===== src/hw/rtl/fpu_pkg.sv =====
// Shared types and constants for the flash page upload parser.
`timescale 1ns / 1ps

package fpu_pkg;

    localparam logic [7:0]  START_CHAR     = 8'h24;
    localparam logic [15:0] ENTRY_BIAS     = 16'hBFFF;
    localparam logic [15:0] PROT_START_RST = 16'h1800;
    localparam int          RESET_WORD_IDX = 0;
    localparam int          INT0_WORD_IDX  = 1;

    localparam logic [1:0]  CFG_SAVED_RESET = 2'd0;
    localparam logic [1:0]  CFG_SAVED_INT0  = 2'd1;
    localparam logic [1:0]  CFG_PROT_START  = 2'd2;

    typedef enum logic [1:0] {
        PH_IDLE   = 2'd0,
        PH_HEADER = 2'd1,
        PH_DATA   = 2'd2,
        PH_CHECK  = 2'd3
    } t_phase;

    typedef enum logic [2:0] {
        K_FILL   = 3'd0,
        K_COMMIT = 3'd1,
        K_DONE   = 3'd2,
        K_RANGE  = 3'd3,
        K_CSUM   = 3'd4
    } t_kind;

    typedef struct packed {
        t_kind       kind;
        logic [15:0] addr;
        logic [15:0] word;
        logic [15:0] entry;
        logic        last;
    } t_result;

    typedef struct packed {
        logic    p0;
        logic    p1;
        t_result r0;
        t_result r1;
    } t_push;

endpackage


===== src/hw/rtl/fpu_parser.sv =====
// Byte parser: header, page data, checksum and vector substitution.
`timescale 1ns / 1ps

module fpu_parser
    import fpu_pkg::*;
#(
    parameter int PAGE_BYTES = 64
) (
    input  logic        i_clk,
    input  logic        i_rst_n,
    input  logic        i_accept,
    input  logic [7:0]  i_byte,
    input  logic [15:0] i_saved_reset_word,
    input  logic [15:0] i_saved_int0_word,
    input  logic [15:0] i_protected_start,
    output t_push       o_push
);

    localparam int WORDS = PAGE_BYTES / 2;
    localparam int IDX_W = (WORDS > 1) ? $clog2(WORDS) : 1;
    localparam int PROD_W = 16 + $clog2(PAGE_BYTES + 1);
    localparam int SUM_W = PROD_W + 1;

    t_phase         r_phase, n_phase;
    logic [1:0]     r_hdr_cnt, n_hdr_cnt;
    logic [15:0]    r_page_addr, n_page_addr;
    logic [15:0]    r_pages_total, n_pages_total;
    logic [15:0]    r_pages_done, n_pages_done;
    logic [IDX_W-1:0] r_word_idx, n_word_idx;
    logic [7:0]     r_low_hold, n_low_hold;
    logic           r_high_pend, n_high_pend;
    logic [7:0]     r_xor, n_xor;
    logic [15:0]    r_entry, n_entry;

    logic [15:0]    w_pt_new;
    logic [SUM_W-1:0] w_end;
    logic           w_range_fail;
    logic [15:0]    w_word;
    logic [15:0]    w_fill_addr;
    logic [15:0]    w_done_cnt;
    logic [7:0]     w_xor_new;

    assign w_pt_new     = {r_pages_total[15:8], i_byte};
    assign w_end        = SUM_W'(r_page_addr) + SUM_W'(w_pt_new) * SUM_W'(PAGE_BYTES);
    assign w_range_fail = w_end >= SUM_W'(i_protected_start);
    assign w_fill_addr  = 16'(r_page_addr + {15'(r_word_idx), 1'b0});
    assign w_done_cnt   = 16'(r_pages_done + 16'd1);
    assign w_xor_new    = r_xor ^ i_byte;

    always_comb begin
        n_phase       = r_phase;
        n_hdr_cnt     = r_hdr_cnt;
        n_page_addr   = r_page_addr;
        n_pages_total = r_pages_total;
        n_pages_done  = r_pages_done;
        n_word_idx    = r_word_idx;
        n_low_hold    = r_low_hold;
        n_high_pend   = r_high_pend;
        n_xor         = r_xor;
        n_entry       = r_entry;
        w_word        = {i_byte, r_low_hold};
        o_push        = '0;
        o_push.r0.last = 1'b1;
        o_push.r1.last = 1'b1;
        if (i_accept) begin
            unique case (r_phase)
                PH_IDLE: begin
                    if (i_byte == START_CHAR) begin
                        n_phase      = PH_HEADER;
                        n_hdr_cnt    = 2'd0;
                        n_pages_done = '0;
                        n_word_idx   = '0;
                        n_high_pend  = 1'b0;
                        n_xor        = '0;
                    end
                end
                PH_HEADER: begin
                    unique case (r_hdr_cnt)
                        2'd0: n_page_addr   = {i_byte, r_page_addr[7:0]};
                        2'd1: n_page_addr   = {r_page_addr[15:8], i_byte};
                        2'd2: n_pages_total = {i_byte, r_pages_total[7:0]};
                        2'd3: n_pages_total = w_pt_new;
                    endcase
                    if (r_hdr_cnt != 2'd3) begin
                        n_hdr_cnt = 2'(r_hdr_cnt + 2'd1);
                    end else begin
                        n_hdr_cnt = 2'd0;
                        if (w_range_fail) begin
                            n_phase        = PH_IDLE;
                            o_push.p0      = 1'b1;
                            o_push.r0.kind = K_RANGE;
                        end else if (w_pt_new == 16'd0) begin
                            n_phase         = PH_IDLE;
                            o_push.p0       = 1'b1;
                            o_push.r0.kind  = K_DONE;
                            o_push.r0.entry = r_entry;
                        end else begin
                            n_phase     = PH_DATA;
                            n_word_idx  = '0;
                            n_high_pend = 1'b0;
                            n_xor       = '0;
                        end
                    end
                end
                PH_DATA: begin
                    n_xor = w_xor_new;
                    if (!r_high_pend) begin
                        n_low_hold  = i_byte;
                        n_high_pend = 1'b1;
                    end else begin
                        n_high_pend = 1'b0;
                        if (r_page_addr == 16'd0) begin
                            if (r_word_idx == IDX_W'(RESET_WORD_IDX)) begin
                                n_entry = 16'({i_byte, r_low_hold} - ENTRY_BIAS);
                                w_word  = i_saved_reset_word;
                            end else if (r_word_idx == IDX_W'(INT0_WORD_IDX)) begin
                                w_word  = i_saved_int0_word;
                            end
                        end
                        o_push.p0      = 1'b1;
                        o_push.r0.kind = K_FILL;
                        o_push.r0.addr = w_fill_addr;
                        o_push.r0.word = w_word;
                        if (r_word_idx == IDX_W'(WORDS - 1)) begin
                            n_word_idx = '0;
                            n_phase    = PH_CHECK;
                        end else begin
                            n_word_idx = IDX_W'(r_word_idx + 1'b1);
                        end
                    end
                end
                PH_CHECK: begin
                    o_push.p0 = 1'b1;
                    if (i_byte != r_xor) begin
                        n_phase        = PH_IDLE;
                        o_push.r0.kind = K_CSUM;
                    end else begin
                        n_pages_done   = w_done_cnt;
                        n_page_addr    = 16'(r_page_addr + 16'(PAGE_BYTES));
                        n_xor          = '0;
                        o_push.r0.kind = K_COMMIT;
                        o_push.r0.addr = r_page_addr;
                        if (w_done_cnt >= r_pages_total) begin
                            n_phase         = PH_IDLE;
                            o_push.r0.last  = 1'b0;
                            o_push.p1       = 1'b1;
                            o_push.r1.kind  = K_DONE;
                            o_push.r1.entry = r_entry;
                        end else begin
                            n_phase = PH_DATA;
                        end
                    end
                end
            endcase
        end
    end

    always_ff @(posedge i_clk) begin
        if (!i_rst_n) begin
            r_phase       <= PH_IDLE;
            r_hdr_cnt     <= '0;
            r_page_addr   <= '0;
            r_pages_total <= '0;
            r_pages_done  <= '0;
            r_word_idx    <= '0;
            r_low_hold    <= '0;
            r_high_pend   <= 1'b0;
            r_xor         <= '0;
            r_entry       <= '0;
        end else begin
            r_phase       <= n_phase;
            r_hdr_cnt     <= n_hdr_cnt;
            r_page_addr   <= n_page_addr;
            r_pages_total <= n_pages_total;
            r_pages_done  <= n_pages_done;
            r_word_idx    <= n_word_idx;
            r_low_hold    <= n_low_hold;
            r_high_pend   <= n_high_pend;
            r_xor         <= n_xor;
            r_entry       <= n_entry;
        end
    end

endmodule


===== src/hw/rtl/fpu_res_fifo.sv =====
// Result queue: takes up to two results per cycle, hands out one result at a time as the receiver takes it.
`timescale 1ns / 1ps

module fpu_res_fifo
    import fpu_pkg::*;
(
    input  logic    i_clk,
    input  logic    i_rst_n,
    input  t_push   i_push,
    output logic    o_room2,
    output logic    o_valid,
    input  logic    i_ready,
    output t_result o_data
);

    localparam int DEPTH = 4;
    localparam int PTR_W = $clog2(DEPTH);
    localparam int CNT_W = $clog2(DEPTH + 1);

    t_result            r_mem [DEPTH];
    logic [PTR_W-1:0]   r_wr, n_wr;
    logic [PTR_W-1:0]   r_rd, n_rd;
    logic [CNT_W-1:0]   r_cnt, n_cnt;
    logic               w_pop;

    assign o_valid = r_cnt != '0;
    assign o_data  = r_mem[r_rd];
    assign o_room2 = r_cnt <= CNT_W'(DEPTH - 2);
    assign w_pop   = o_valid && i_ready;

    always_comb begin
        n_wr  = PTR_W'(r_wr + PTR_W'(i_push.p0) + PTR_W'(i_push.p1));
        n_rd  = PTR_W'(r_rd + PTR_W'(w_pop));
        n_cnt = CNT_W'(r_cnt + CNT_W'(i_push.p0) + CNT_W'(i_push.p1) - CNT_W'(w_pop));
    end

    always_ff @(posedge i_clk) begin
        if (i_push.p0) begin
            r_mem[r_wr] <= i_push.r0;
        end
        if (i_push.p1) begin
            r_mem[PTR_W'(r_wr + 1'b1)] <= i_push.r1;
        end
    end

    always_ff @(posedge i_clk) begin
        if (!i_rst_n) begin
            r_wr  <= '0;
            r_rd  <= '0;
            r_cnt <= '0;
        end else begin
            r_wr  <= n_wr;
            r_rd  <= n_rd;
            r_cnt <= n_cnt;
        end
    end

endmodule


===== src/hw/rtl/flash_page_upload_parser.sv =====
// Flash page upload parser top level: config registers, parser and result queue.
//
// Usage:
//   Received bytes enter on the rx channel (i_rx_valid / o_rx_ready / i_rx_byte),
//   one byte per cycle while o_rx_ready is high. Each byte updates the parser
//   state in the cycle it is accepted and queues zero, one or two results (fill,
//   commit, done, range fail, checksum fail). Results leave on the result channel
//   (o_res_valid / i_res_ready) one per cycle while i_res_ready is high, each
//   registered in the result queue first. Throughput is one byte per cycle while
//   o_rx_ready is high; a checksum byte that finishes the last page queues two results.
//   The four-entry result queue decouples the sides: o_rx_ready is high while
//   at least two entries are free, so a stalled receiver back-pressures the
//   byte stream once more than two entries are held.
//   Configuration writes (i_cfg_we, i_cfg_index, i_cfg_data) take effect at
//   the next edge; index 3 is ignored.
//   Synchronous active-low reset returns the parser to idle, empties the queue
//   and restores the configuration defaults (protected start 0x1800).
`timescale 1ns / 1ps

module flash_page_upload_parser
    import fpu_pkg::*;
#(
    parameter int PAGE_BYTES = 64
) (
    input  logic        i_clk,
    input  logic        i_rst_n,
    input  logic        i_cfg_we,
    input  logic [1:0]  i_cfg_index,
    input  logic [15:0] i_cfg_data,
    input  logic        i_rx_valid,
    output logic        o_rx_ready,
    input  logic [7:0]  i_rx_byte,
    output logic        o_res_valid,
    input  logic        i_res_ready,
    output logic [2:0]  o_kind,
    output logic [15:0] o_flash_addr,
    output logic [15:0] o_flash_word,
    output logic [15:0] o_app_entry,
    output logic        o_last
);

    logic [15:0] r_saved_reset;
    logic [15:0] r_saved_int0;
    logic [15:0] r_prot_start;
    t_push       w_push;
    t_result     w_res;
    logic        w_room2;

    always_ff @(posedge i_clk) begin
        if (!i_rst_n) begin
            r_saved_reset <= '0;
            r_saved_int0  <= '0;
            r_prot_start  <= PROT_START_RST;
        end else if (i_cfg_we) begin
            unique case (i_cfg_index)
                CFG_SAVED_RESET: r_saved_reset <= i_cfg_data;
                CFG_SAVED_INT0:  r_saved_int0  <= i_cfg_data;
                CFG_PROT_START:  r_prot_start  <= i_cfg_data;
                default: ;
            endcase
        end
    end

    assign o_rx_ready = w_room2;

    fpu_parser #(
        .PAGE_BYTES(PAGE_BYTES)
    ) u_parser (
        .i_clk              (i_clk),
        .i_rst_n            (i_rst_n),
        .i_accept           (i_rx_valid && w_room2),
        .i_byte             (i_rx_byte),
        .i_saved_reset_word (r_saved_reset),
        .i_saved_int0_word  (r_saved_int0),
        .i_protected_start  (r_prot_start),
        .o_push             (w_push)
    );

    fpu_res_fifo u_fifo (
        .i_clk   (i_clk),
        .i_rst_n (i_rst_n),
        .i_push  (w_push),
        .o_room2 (w_room2),
        .o_valid (o_res_valid),
        .i_ready (i_res_ready),
        .o_data  (w_res)
    );

    assign o_kind       = w_res.kind;
    assign o_flash_addr = w_res.addr;
    assign o_flash_word = w_res.word;
    assign o_app_entry  = w_res.entry;
    assign o_last       = w_res.last;

endmodule


===== config.mk =====
export PLATFORM = sky130hd
export DESIGN_NAME = flash_page_upload_parser
export DESIGN_NICKNAME = d
export VERILOG_FILES = /design/src/hw/rtl/fpu_pkg.sv /design/src/hw/rtl/fpu_parser.sv /design/src/hw/rtl/fpu_res_fifo.sv /design/src/hw/rtl/flash_page_upload_parser.sv
export SDC_FILE = /design/constraint.sdc
export NUM_CORES = 1
export LEC_CHECK = 0
export BUFFER_PORTS_ARGS = -buffer_cell sky130_fd_sc_hd__buf_2
export CORE_UTILIZATION = 55
export DETAILED_ROUTE_END_ITERATION = 10
export PLACE_DENSITY_LB_ADDON = 0.05
export SETUP_SLACK_MARGIN = 0.5
export SLEW_MARGIN = 10
export SYNTH_ARGS = -nofsm -noshare
export SYNTH_HDL_FRONTEND = slang
export SYNTH_SLANG_ARGS = --single-unit

===== constraint.sdc =====
create_clock -name i_clk -period 15.6 [get_ports i_clk]
set_input_delay 3.12 -clock i_clk [delete_from_list [all_inputs] [get_ports i_clk]]
set_output_delay 3.12 -clock i_clk [all_outputs]
set_load 0.1 [all_outputs]

==> reports/results.txt <==
The logs give 2 for the number of H-tree branching levels and 1883 for the count of mapped cells out of synthesis. The logs give 15.75 ns for the required time at the endpoint of the critical path and 2300 for the number of placed instances with taps included. The critical-path maximum fanout was 34. The dominant synthesized flop cell is dfxtp_1.

The accumulated negative setup slack is 0 ns. The worst path uses 50.69% of the clock period. The final HPWL from detailed placement is 33.86 mm, and the count of unique library cells instantiated by Yosys is 77. From synthesis to final layout, the design area changed by 10.51%. For the weighted congestion at the end of routability-driven global placement, the log shows 0.8942.

The initial utilization of the core area, before any placement, comes to 55.77%. The worst setup path is captured at a flop. Counting every sink on the clock net gives 353. For the total global-route track usage, the log shows 29.42%.

Setup violations remaining at the end of the flow were counted as 0. The analysis attributes to cell leakage a power of 7.836 nW. By area the synthesized netlist is led by dfxtp_1 (31%), edfxtp_1 (11%), mux4_2 (6.5%). At the pin with the least slew margin, the transition time is 1.082 ns. The commonest cells after synthesis are dfxtp_1 (285), nand2_1 (268), nor2b_1 (94).

Summing every instance area after synthesis gives 0.01814 sq mm. The tools report the maximum operating frequency as 0.1265 GHz. The flow ran to the end, and the final reports show no timing, DRC or antenna violations. The final count of pins violating max slew came out at 0.

The power density normalized to cell area was 113.2 mW/mm^2. Using the TritonRoute via totals, the vias-per-cell ratio works out to 6.057. The port buffer count is 84, and the number of optimization iterations in the first detailed-route pass is 5. The count of vias placed by the detailed router is 14330, and the clock latency reported for the late side of the worst-skew pair is 0.53 ns.

For the number of antenna violations at the first check in global routing, the log shows 0. Summed over all instances, the cell type with the most area after synthesis is dfxtp_1. The longest clock path from root to sink contains 3 buffers. Clock skew after layout: 0.01209 ns. Count of flip-flops with a built-in enable after synthesis: 68. The floorplan step set the die height to 183.6 microns. The logs give 39 for the number of buffers created by CTS and 77.24 mm for the global-route wire length before repair.

After synthesis the netlist holds a flip-flop and latch count of 353. The logs give 0 for the post-cts hold buffer count and 0 for the number of inserted diodes. TritonCTS built the clock tree.

The startpoint type of the worst setup path is an input pin. Count of instances resized after the clock tree is built: 0. In this run the standard cell core region covers 0.03254 sq mm. Setup repair after global routing left no endpoint under its margin.

Via count of the first global-routing pass: 13540. Data on the critical path arrives at its endpoint at 8.06 ns. The die is 183.6 microns wide. Post-CTS timing repair inserted 0 buffers for setup. The detail route stage leaves a number of antenna-violating nets equal to 0. The initialized floorplan defines 66 standard-cell rows. The mean area per synthesized cell was 9.636 sq um.

The critical path class is in2reg. The post-route netlist has 12.63% of its cells at a drive strength greater than 1. Across the VDD grid, the largest voltage drop is 0.08134 mV.

After clock tree synthesis, the clock-pin slew on the worst setup and hold paths is 0.06 ns. Top-area cell type share of the netlist area: 31.44%. The logs give 42.70% for the proportion of synthesized chip area in sequential cells and 85 for the top-level port count.

The run gives 0 as the count of endpoints failing hold in the final timing report. For the normalized max-slew margin, the log shows 27.49%. The finished layout holds 2366 standard cells, fillers aside. Remaining design rule violation count: 0. The max-cap check violation count was 0. The first-iteration detailed-routing DRC count was 1095.

The fraction of registers with async set/reset is 0%, and the overall die area is 0.03372 sq mm. Overall power consumption after layout is estimated at 2.269 mW. The routed length per placed instance is 20.87 microns. Count of nets after finishing: 1998. The library cell with the highest instance count after synthesis is dfxtp_1. The clock period minus final worst setup slack was 7.908 ns. Entering global routing, the biggest net connects 97 pins. The final layout contains routed wiring with a total length of 49.38 mm.

For this run, the number of Yosys warnings is 0. The tree is rooted in a clkbuf_16. The worst hold path class is reg2reg. Counting every net in the synthesized netlist gives 1982. Global routing finished with a remaining overflow of 0.
-- cell families after synthesis --
kind of cell | Yosys count | synth area share, %
xor gates and xnor gates | 50 | 2.413
AOI/OAI and AO/OA | 423 | 16.83
adders and majority gates | 68 | 4.896
DFF | 353 | 42.70
muxes | 137 | 11.14
and+or+nand+nor | 661 | 17.83
buffers and inverters | 191 | 4.186
-- per-stage QoR --
step	util [%]	area (sq um)	hold WS, ns	setup slack [ns]
2_1_floorplan	-	18140	0.4212	8.207
3_3_place_gp	57.65	18760	0.4332	7.438
3_5_place_dp	57.65	18760	0.4373	7.181
4_1_cts	61.63	20050	0.4466	7.730
5_1_grt	61.63	20050	0.4670	7.386
6_report	61.63	20050	0.4471	7.692
-- registers in the layout, indices dropped and copies added (netlist names) --
| name | cells |
|---|---|
| u_fifo.r_mem | 208 |
| r_prot_start | 16 |
| r_saved_int0 | 16 |
| r_saved_reset | 16 |
| u_parser.r_entry | 16 |
| u_parser.r_page_addr | 16 |
| u_parser.r_pages_done | 16 |
| u_parser.r_pages_total | 16 |
| u_parser.r_low_hold | 8 |
| u_parser.r_xor | 8 |
| u_parser.r_word_idx | 5 |
| u_fifo.r_cnt | 3 |
| u_fifo.r_rd | 2 |
| u_fifo.r_wr | 2 |
| u_parser.r_hdr_cnt | 2 |
| u_parser.r_phase | 2 |
| u_parser.r_high_pend | 1 |
-- critical path: stages --
cell,delay [ns]
buf_2,0.29
ha_1,0.24
inv_1,0.06
fa_1,0.40
nand2b_1,0.20
a21o_1,0.21
and2_1,0.17
o21ai_0,0.20
xor2_1,0.10
ha_1,0.30
nand4_1,0.16
or2_2,0.35
nor3_1,0.29
a211oi_1,0.13
and4_1,0.31
a21oi_4,0.14
buf_4,0.43
a21boi_2,0.09
buf_4,0.25
inv_1,0.59
-- layout make-up --
cell class / instances / area (sq um)
Clock buffer: 53 / 1110
Clock inverter: 13 / 183.9
Fill cell: 2858 / 12480
Inverter: 64 / 240.2
Multi-Input combinational cell: 1339 / 9657
Sequential cell: 353 / 7750
Tap cell: 442 / 553.0
Timing Repair Buffer: 102 / 558.0
-- power by group --
| part | internal, mW | total (mW) | switching [mW] | leakage, nW |
|---|---|---|---|---|
| Clock | 0.564 | 0.937 | 0.373 | 0.630 |
| Combinational | 0.102 | 0.384 | 0.282 | 4.36 |
| Sequential | 0.935 | 0.948 | 0.0127 | 2.85 |
-- layout by cell type (no fill, tap or decap), types with 64 or more instances in the layout --
| cell | Yosys | routed |
|---|---|---|
| a21boi_0 | 72 | 72 |
| a21oi_1 | 75 | 75 |
| buf_2 | 25 | 83 |
| dfxtp_1 | 285 | 283 |
| edfxtp_1 | 68 | 68 |
| inv_1 | 64 | 64 |
| mux2i_1 | 85 | 85 |
| nand2_1 | 268 | 268 |
| nor2_1 | 84 | 84 |
| nor2b_1 | 94 | 93 |
-- path summary, 6_finish.rpt --
kind | startpoint | endpoint | slack [ns] | depth (start not counted)
worst min-delay path | u_fifo.r_mem[1][0]$_SDFFE_PP1P_ | u_fifo.r_mem[1][0]$_SDFFE_PP1P_ | 0.45 | 2
worst max register to register | u_parser.r_page_addr[6]$_SDFFE_PN0P_ | u_fifo.r_mem[1][16]$_DFFE_PP_ | 9.96 | 19
worst max-delay path | i_rx_byte[0] | u_fifo.r_mem[1][16]$_DFFE_PP_ | 7.69 | 20
worst min register to register | u_fifo.r_mem[1][0]$_SDFFE_PP1P_ | u_fifo.r_mem[1][0]$_SDFFE_PP1P_ | 0.45 | 2
-- metal layers --
metal	vias to the layer above	track usage (%)	routed length, microns
li1	6790	-	-
met1	7006	40.35	21910
met2	443	48.68	23520
met3	92	3.269	2559
met4	0	9.033	1394
met5	-	0	0
Note: power is estimated with default switching activity, not from simulation.
